===== src/rtl/sbs_pkg.sv =====
// Shared types and codes for the sorted table binary search block.
`timescale 1ns / 1ps

package sbs_pkg;

	localparam int unsigned COUNT_W = 9;
	localparam int unsigned INDEX_W = 8;
	localparam int unsigned DATA_W  = 32;

	localparam logic ACT_WRITE  = 1'b0;
	localparam logic ACT_SEARCH = 1'b1;

	typedef struct packed {
		logic                     action;
		logic [INDEX_W-1:0]       entry_index;
		logic signed [DATA_W-1:0] value;
	} sbs_in_t;

	typedef struct packed {
		logic               found;
		logic [INDEX_W-1:0] position;
	} sbs_out_t;

	typedef enum logic [1:0] {
		ST_IDLE,
		ST_READ,
		ST_CMP
	} sbs_state_t;

endpackage


===== src/rtl/sbs_ctrl.sv =====
// Search sequencer: takes words, writes entries, walks low/high over the table.
`timescale 1ns / 1ps

module sbs_ctrl #(
	parameter int unsigned DEPTH  = 256,
	parameter int unsigned ADDR_W = 8
) (
	input  logic                              clk,
	input  logic                              arst_n,
	input  logic                              start,
	output logic                              busy,
	input  sbs_pkg::sbs_in_t                  req,
	output logic                              done,
	output sbs_pkg::sbs_out_t                 rsp,
	input  logic [sbs_pkg::COUNT_W-1:0]       entry_count,
	output logic                              mem_wr_en,
	output logic [ADDR_W-1:0]                 mem_wr_addr,
	output logic signed [sbs_pkg::DATA_W-1:0] mem_wr_data,
	output logic                              mem_rd_en,
	output logic [ADDR_W-1:0]                 mem_rd_addr,
	input  logic signed [sbs_pkg::DATA_W-1:0] mem_rd_data
);

	// low and high+1 both range over 0..DEPTH
	localparam int unsigned CW = $clog2(DEPTH + 1);

	sbs_pkg::sbs_state_t state_q, state_d;

	logic [CW-1:0]                     low_q, low_d;
	logic [CW-1:0]                     hp_q, hp_d;
	logic [ADDR_W-1:0]                 mid_q, mid_d;
	logic signed [sbs_pkg::DATA_W-1:0] target_q, target_d;
	logic                              done_q, done_d;
	sbs_pkg::sbs_out_t                 rsp_q, rsp_d;

	logic [CW:0]   mid_sum;
	logic [CW-1:0] mid_full;
	logic [CW-1:0] count_eff;
	logic [31:0]   wr_idx_ext;
	logic          accept;

	assign accept     = start && (state_q == sbs_pkg::ST_IDLE);
	assign wr_idx_ext = 32'(req.entry_index);

	// floor((low + high) / 2) with high = hp - 1; only used while low < hp
	assign mid_sum  = {1'b0, low_q} + {1'b0, hp_q} - (CW+1)'(1);
	assign mid_full = mid_sum[CW:1];

	always_comb begin
		if (32'(entry_count) > DEPTH) begin
			count_eff = CW'(DEPTH);
		end else begin
			count_eff = CW'(entry_count);
		end
	end

	assign mem_wr_en   = accept && (req.action == sbs_pkg::ACT_WRITE) && (wr_idx_ext < DEPTH);
	assign mem_wr_addr = wr_idx_ext[ADDR_W-1:0];
	assign mem_wr_data = req.value;
	assign mem_rd_addr = mid_full[ADDR_W-1:0];

	always_comb begin
		state_d   = state_q;
		low_d     = low_q;
		hp_d      = hp_q;
		mid_d     = mid_q;
		target_d  = target_q;
		done_d    = 1'b0;
		rsp_d     = rsp_q;
		mem_rd_en = 1'b0;
		case (state_q)
			sbs_pkg::ST_IDLE: begin
				if (accept && (req.action == sbs_pkg::ACT_SEARCH)) begin
					target_d = req.value;
					low_d    = '0;
					hp_d     = count_eff;
					state_d  = sbs_pkg::ST_READ;
				end
			end
			sbs_pkg::ST_READ: begin
				if (low_q < hp_q) begin
					mem_rd_en = 1'b1;
					mid_d     = mid_full[ADDR_W-1:0];
					state_d   = sbs_pkg::ST_CMP;
				end else begin
					done_d         = 1'b1;
					rsp_d.found    = 1'b0;
					rsp_d.position = '0;
					state_d        = sbs_pkg::ST_IDLE;
				end
			end
			sbs_pkg::ST_CMP: begin
				if (mem_rd_data < target_q) begin
					low_d   = CW'(mid_q) + CW'(1);
					state_d = sbs_pkg::ST_READ;
				end else if (mem_rd_data > target_q) begin
					hp_d    = CW'(mid_q);
					state_d = sbs_pkg::ST_READ;
				end else begin
					done_d         = 1'b1;
					rsp_d.found    = 1'b1;
					rsp_d.position = 8'(mid_q);
					state_d        = sbs_pkg::ST_IDLE;
				end
			end
			default: begin
				state_d = sbs_pkg::ST_IDLE;
			end
		endcase
	end

	always_ff @(posedge clk or negedge arst_n) begin
		if (!arst_n) begin
			state_q <= sbs_pkg::ST_IDLE;
			done_q  <= 1'b0;
		end else begin
			state_q <= state_d;
			done_q  <= done_d;
		end
	end

	always_ff @(posedge clk) begin
		low_q    <= low_d;
		hp_q     <= hp_d;
		mid_q    <= mid_d;
		target_q <= target_d;
		rsp_q    <= rsp_d;
	end

	assign busy = (state_q != sbs_pkg::ST_IDLE);
	assign done = done_q;
	assign rsp  = rsp_q;

endmodule

===== config.mk =====
export PLATFORM = sky130hd
export DESIGN_NAME = sbs_ctrl
export DESIGN_NICKNAME = d
export VERILOG_FILES = /design/src/rtl/sbs_pkg.sv /design/src/rtl/sbs_ctrl.sv
export SDC_FILE = /design/constraint.sdc
export NUM_CORES = 1
export LEC_CHECK = 0
export ABC_AREA = 1
export BUFFER_PORTS_ARGS = -buffer_cell sky130_fd_sc_hd__buf_4
export CORE_UTILIZATION = 40
export CTS_CLUSTER_DIAMETER = 60
export DETAILED_ROUTE_END_ITERATION = 8
export GPL_ROUTABILITY_DRIVEN = 0
export GPL_TIMING_DRIVEN = 0
export MAX_ROUTING_LAYER = met4
export PLACE_DENSITY_LB_ADDON = 0.15
export SLEW_MARGIN = 30
export SYNTH_ARGS = -nofsm -noshare
export SYNTH_HDL_FRONTEND = slang
export SYNTH_SLANG_ARGS = --single-unit

===== constraint.sdc =====
create_clock -name clk -period 2.7 [get_ports clk]
set_input_delay 0.405 -clock clk [delete_from_list [all_inputs] [get_ports clk]]
set_output_delay 0.405 -clock clk [all_outputs]
set_load 0.1 [all_outputs]

== Word level (Yosys, flattened, before mapping) ==
Cells that the tools add are included.

* Bits in registers: 70
* Logic and storage cells: 61

* $lt $le $gt $ge: 5
* Muxes and demuxes: 23
* Add/subtract/negate cells: 3
* Bitwise gates (word level): 1
* Reductions and logical operators: 13
* Equality and inequality tests: 8

{| class="wikitable"
|+ Operators with widths
! operator !! count
|-
| $mux 9 || 9
|-
| $pmux 9 s2 || 3
|-
| $gt 32x32->1 || 1
|-
| $lt 32x32->1 || 1
|-
| $ne 2x2->1 const B || 5
|-
| $add 8x1->9 const B || 1
|-
| $add 9x9->9 || 1
|-
| $gt 9x9->1 const B || 1
|-
| $lt 8x9->1 const B || 1
|-
| $lt 9x9->1 || 1
|-
| $sub 9x1->9 const B || 1
|-
| $reduce_and 4->1 || 2
|-
| $mux 1 || 7
|-
| $pmux 2 s3 || 1
|-
| $reduce_bool 2->1 || 3
|-
| $logic_and 1x1->1 || 4
|-
| $mux 2 || 2
|-
| $reduce_and 2->1 || 2
|-
| $reduce_and 3->1 || 1
|-
| $eq 2x1->1 const B || 1
|-
| $eq 2x2->1 const B || 1
|-
| $logic_not 2->1 || 1
|-
| $ne 2x1->1 const B || 1
|-
| $pmux 1 s2 || 1
|-
| $not 1->1 || 1
|}

== Depth between registers and ports, before layout ==
* Depth in word-level cells: 5
* Mapped depth: 19

== Worst setup path before layout ==
OpenSTA, ideal clock, no wires.

* Path type: register to register
* Start point: reg low_q[3]
* End point: reg mid_q[7], data pin
* Cell stages (with the launch flop): 15
* Path slack: -1018 ps
* Arrival time: 3234 ps
* Clock period less this slack: 3718 ps
* Required time: 2216 ps
* Setup time: 484 ps
* Path buffers: 0
* Path through: edfxtp_1 > inv_1 > ha_1 > inv_1 > ha_1 > a21oi_2 > nand2_1 > nand2_1 > nand2_1 > a21oi_2 > nor2_1 > nor2_1 > nor2_1 > nor2_1 > xor2_1

* Longest elaborated chain between the ends: 2

{| class="wikitable"
|+ RTL lines
! item !! RTL line !! source
|-
| from (decl) || sbs_ctrl.sv:29 || <nowiki>logic [CW-1:0] low_q, low_d;</nowiki>
|-
| from (signal assigned) || sbs_ctrl.sv:123 || <nowiki>low_q <= low_d;</nowiki>
|-
| $add 9x9->9 || sbs_ctrl.sv:46 || <nowiki>assign mid_sum = {1'b0, low_q} + {1'b0, hp_q} - (CW+1)'(1);</nowiki>
|-
| $sub 9x1->9 || sbs_ctrl.sv:46 ||
|-
| named net mem_rd_addr[7] || sbs_ctrl.sv:20 || <nowiki>output logic [ADDR_W-1:0] mem_rd_addr,</nowiki>
|-
| to (signal assigned) || sbs_ctrl.sv:125 || <nowiki>mid_q <= mid_d;</nowiki>
|-
| to (decl) || sbs_ctrl.sv:31 || <nowiki>logic [ADDR_W-1:0] mid_q, mid_d;</nowiki>
|}

The timed path passes the listed nets, and every way through them passes these cells.
A chain may end at the register's enable or synchronous reset.

== Final worst setup path ==
* Start point: reg low_q[3]
* End point: out mem_rd_addr[7]

* Longest elaborated chain between the ends: 2

{| class="wikitable"
|+ RTL lines
! item !! RTL line
|-
| $add 9x9->9 || sbs_ctrl.sv:46
|-
| $sub 9x1->9 || sbs_ctrl.sv:46
|-
| to (decl) || sbs_ctrl.sv:20
|}

No other way between the ends.

==> results <==
- The run finished, with violations left.
- The final reports fail on negative setup slack.
- The slew at the pin closest to its max-slew limit is 0.425 ns.
- The later pin in the worst-skew pair is clocked with a latency of 0.36 ns.
- For this block, the initial DRC count from the detailed router was 128.
- STA puts the critical path data required time at 2.30 ns.
- The net count of the mapped netlist is 599.
- The total half-perimeter wirelength after legalization and detailed placement is 7540 µm.
- The worst setup path is of the reg -> out kind.
- The share of post-route cells with drive strength above 1 is 41.0%.
- The data arrival time at the worst-slack endpoint is 2.62 ns.
- The die covers 0.0114 mm².
- The setup slack at placement is -0.287 ns.
- The signed area change from the synthesized netlist to the final layout is 46.2%.
- The most common cell in the netlist is sky130_fd_sc_hd__inv_1.
- The initial antenna violation count was 0.
- 0 antenna diodes ended up in the layout.
- The max capacitance violation total is 0.
- By instance count, the cell type seen most on the critical path is sky130_fd_sc_hd__nand2_2.
- The clock passes through at most 2 buffers.
- The most used flip-flop cell after synthesis is sky130_fd_sc_hd__edfxtp_1.
- The type of origin of the critical path is a register.
- The antenna violation net count after detailed routing is 0.
- The total number of nets in the final design is 771.
- The fmax is 0.331 GHz.
- The tightest hold path in the finished design has a slack of 0.230 ns.
- The total number of placement rows is 37.
- Yosys printed 0 warnings.
- The boundary pin count is 146.
- Across all setup checks in the final design, the least slack found is -0.322 ns.
- The worst setup slack for register-to-register paths is 0.14 ns.
- The detailed-router iteration count before antenna repair is 4.
- The placeable core area is 0.0105 mm².
- In the synthesized netlist the async set-or-reset flop fraction comes to 4.29%.
- The clock input transition at the sequential cells of the worst setup and hold paths is 0.08 ns.
- The relative slew slack is 71.6%.
- Setup violations remaining at the end of the flow were counted as 5.
- The number of buffers inserted during clock tree synthesis is 9.
- TritonCTS built the clock tree.
- The hold violation count in the final report is 0.
- In this run, synthesis produced a sequential element count of 70.
- The first global-routing pass estimated 15700 µm of wire.
- Setup repair after global routing could not meet its margin everywhere.
- In this run the worst path has a maximum fanout of 4.
- sky130_fd_sc_hd__edfxtp_1 takes more of the synthesized area than any other cell.
- The total count of max-transition violations in the final report was 0.
- The clock tree synthesis step divided the H-tree into 3 levels.
- The width of the die is 107 µm.
- The signal on the critical path passes through inv_2 -> ha_4 -> inv_2 -> ha_4 -> a21oi_4 -> nand2_2 -> nand2_2 -> nand2_2 -> a21oi_4 -> nor2_2 -> nor2_1 -> nor2_1 -> nor2_2 -> xor2_4 -> buf_12.
- The final global-route overflow total is 0.
- The via count of the first global-routing pass is 3475.
- The number of port buffers is 137.
- The average via count per standard cell is 4.57.
- Yosys mapped a number of flops with a built-in enable equal to 67.
- Averaged over all synthesized cells, the footprint is 9.67 µm².
- From bottom edge to top edge, the die measures 107 µm.
- The number of different library cells used by synthesis comes to 29.
- The maximum number of pins on one net before global-route repair is 21.
- Global routing used 18.7% of the available tracks.
- CTS saw 70 sinks.
- The minimum clock period after layout is 3.02 ns.
- Sequential elements use 47.5% of the synthesized area.
- Of the available clock period, the critical path in the final layout requires 112%.
- The initial core utilization is 42.0%.
- Synthesis handed over a netlist of 454 instances.
- The worst setup path is captured at a primary output.
- The commonest cells after synthesis are 95 x sky130_fd_sc_hd__inv_1, 76 x sky130_fd_sc_hd__nand2_1, 67 x sky130_fd_sc_hd__edfxtp_1, 59 x sky130_fd_sc_hd__ha_1, 40 x sky130_fd_sc_hd__buf_4.
- The path category of the worst min-delay check is in -> reg.
- The mapped netlist covers 0.00439 mm².
- In this design, the stage delay of the slowest critical-path cell is 0.40 ns.
- The share of Yosys cell area claimed by the top area cell type is 45.8%.
- After detailed routing, the number of remaining DRC violations is 0.
- The root buffer selected by CTS is sky130_fd_sc_hd__clkbuf_8.
- For this block, the routed nets add up to 9900 µm of wire.
- Setup total negative slack on the finished layout was measured at -1.07 ns.
- The total number of vias is 3504.
- The worst clock skew on the final layout is 0.00606 ns.
- The slowest stage of the critical path is the sky130_fd_sc_hd__edfxtp_1 cell.
- The final-layout fill cell count is 879.
- The wire length per cell is 12.9 µm.
- Yosys attributes the largest share of cell area to sky130_fd_sc_hd__edfxtp_1 46%, sky130_fd_sc_hd__ha_1 17%, sky130_fd_sc_hd__inv_1 8.1%, sky130_fd_sc_hd__buf_4 6.8%, sky130_fd_sc_hd__nand2_1 6.5%.
[per-stage QoR]
step                      cells  instance area (µm²)  util (%)
after CTS                   762                 6320      60.4
after detailed placement    728                 5760      55.1
after global routing        767                 6420      61.3
final                       767                 6420      61.3
after global placement      727                 5740      54.8
after floorplan             454                 4540         -
[state kept, by name, indices dropped and copies added, names as in the netlist]
signal and count:
hp_q 9, low_q 9, mid_q 8, state_q 2
done 1, target_q 32, rsp 9
[cell usage in the layout (no fill, tap or decap), drive strengths merged, types with 2 or more instances in the layout]
cell type / n
bufinv: 4
xor2: 7
nand3: 17
nor2: 32
dfrtp: 3
ha: 59
nand2: 76
clkbuf: 12
edfxtp: 67
nor4: 4
nor3: 4
nand4: 2
o21ai: 6
inv: 96
o21a: 4
buf: 200
a21oi: 24
[metal layers]
metal	vias to the layer above	GRT usage (%)	part of all wire (%)	routed length (µm)
li1	1772	-	-	-
met1	1607	21.5	42	4130
met2	115	32.5	52	5110
met3	10	4.07	5.5	547
met4	0	6.07	1.2	118
met5	-	-	0	0
[critical path, delay by kind of cell (launching register included)]
family	cells	cell delay (ns)
DFF	1	0.40
xor gates and xnor gates	1	0.20
adders and majority gates	2	0.42
AOI/OAI and AO/OA	2	0.31
buffers and inverters	3	0.33
and+or+nand+nor	7	0.60
[final cells by class]
| class | instances | area [µm²] | share of cell area (%) |
|---|---|---|---|
| plain buffers | 43 | 312 | 4.85 |
| multi-input cells | 246 | 1910 | 29.7 |
| clock buffers | 9 | 124 | 1.93 |
| flip-flops and latches | 70 | 2090 | 32.5 |
| repair buffers | 161 | 1320 | 20.5 |
| well taps | 136 | 170 | 2.65 |
| inverters | 95 | 357 | 5.56 |
| clock inverters | 7 | 145 | 2.26 |
[cells by family (layout without fill, tap and decap cells)]
kind of cell,Yosys count,count (layout),synth area share (%)
compound gates,40,40,5.33
xor+xnor,8,8,1.60
simple gates,138,138,13.1
fa+ha+maj,60,60,17.3
buf+inv,138,315,15.2
flops,70,70,47.5
[final timing paths]
kind / startpoint / endpoint / cells past startpoint
setup / recovery: low_q[3] / mem_rd_addr[7] / 15
hold / removal: req[9] / target_q[9] / 1
setup reg to reg: low_q[6] / rsp[4] / 11
hold reg to reg: state_q[0] / state_q[0] / 2
max in group asynchronous: arst_n / state_q[0] / 2
min in group asynchronous: arst_n / done / 2
[repair_timing]
item / 4_1_cts / 5_1_grt
endpoints found under the setup margin: 5 / 15
hold endpoints to repair: 3 / 0
hold buffers: 1 / 0
buffers inserted: 17 / 6
cloned: 0 / 0
pin swaps: 15 / 9
resized for setup: 37 / 13
Power is left out: the tool's default activity adds up to more than one toggle a clock period on the data nets, which glitch-free logic cannot reach.
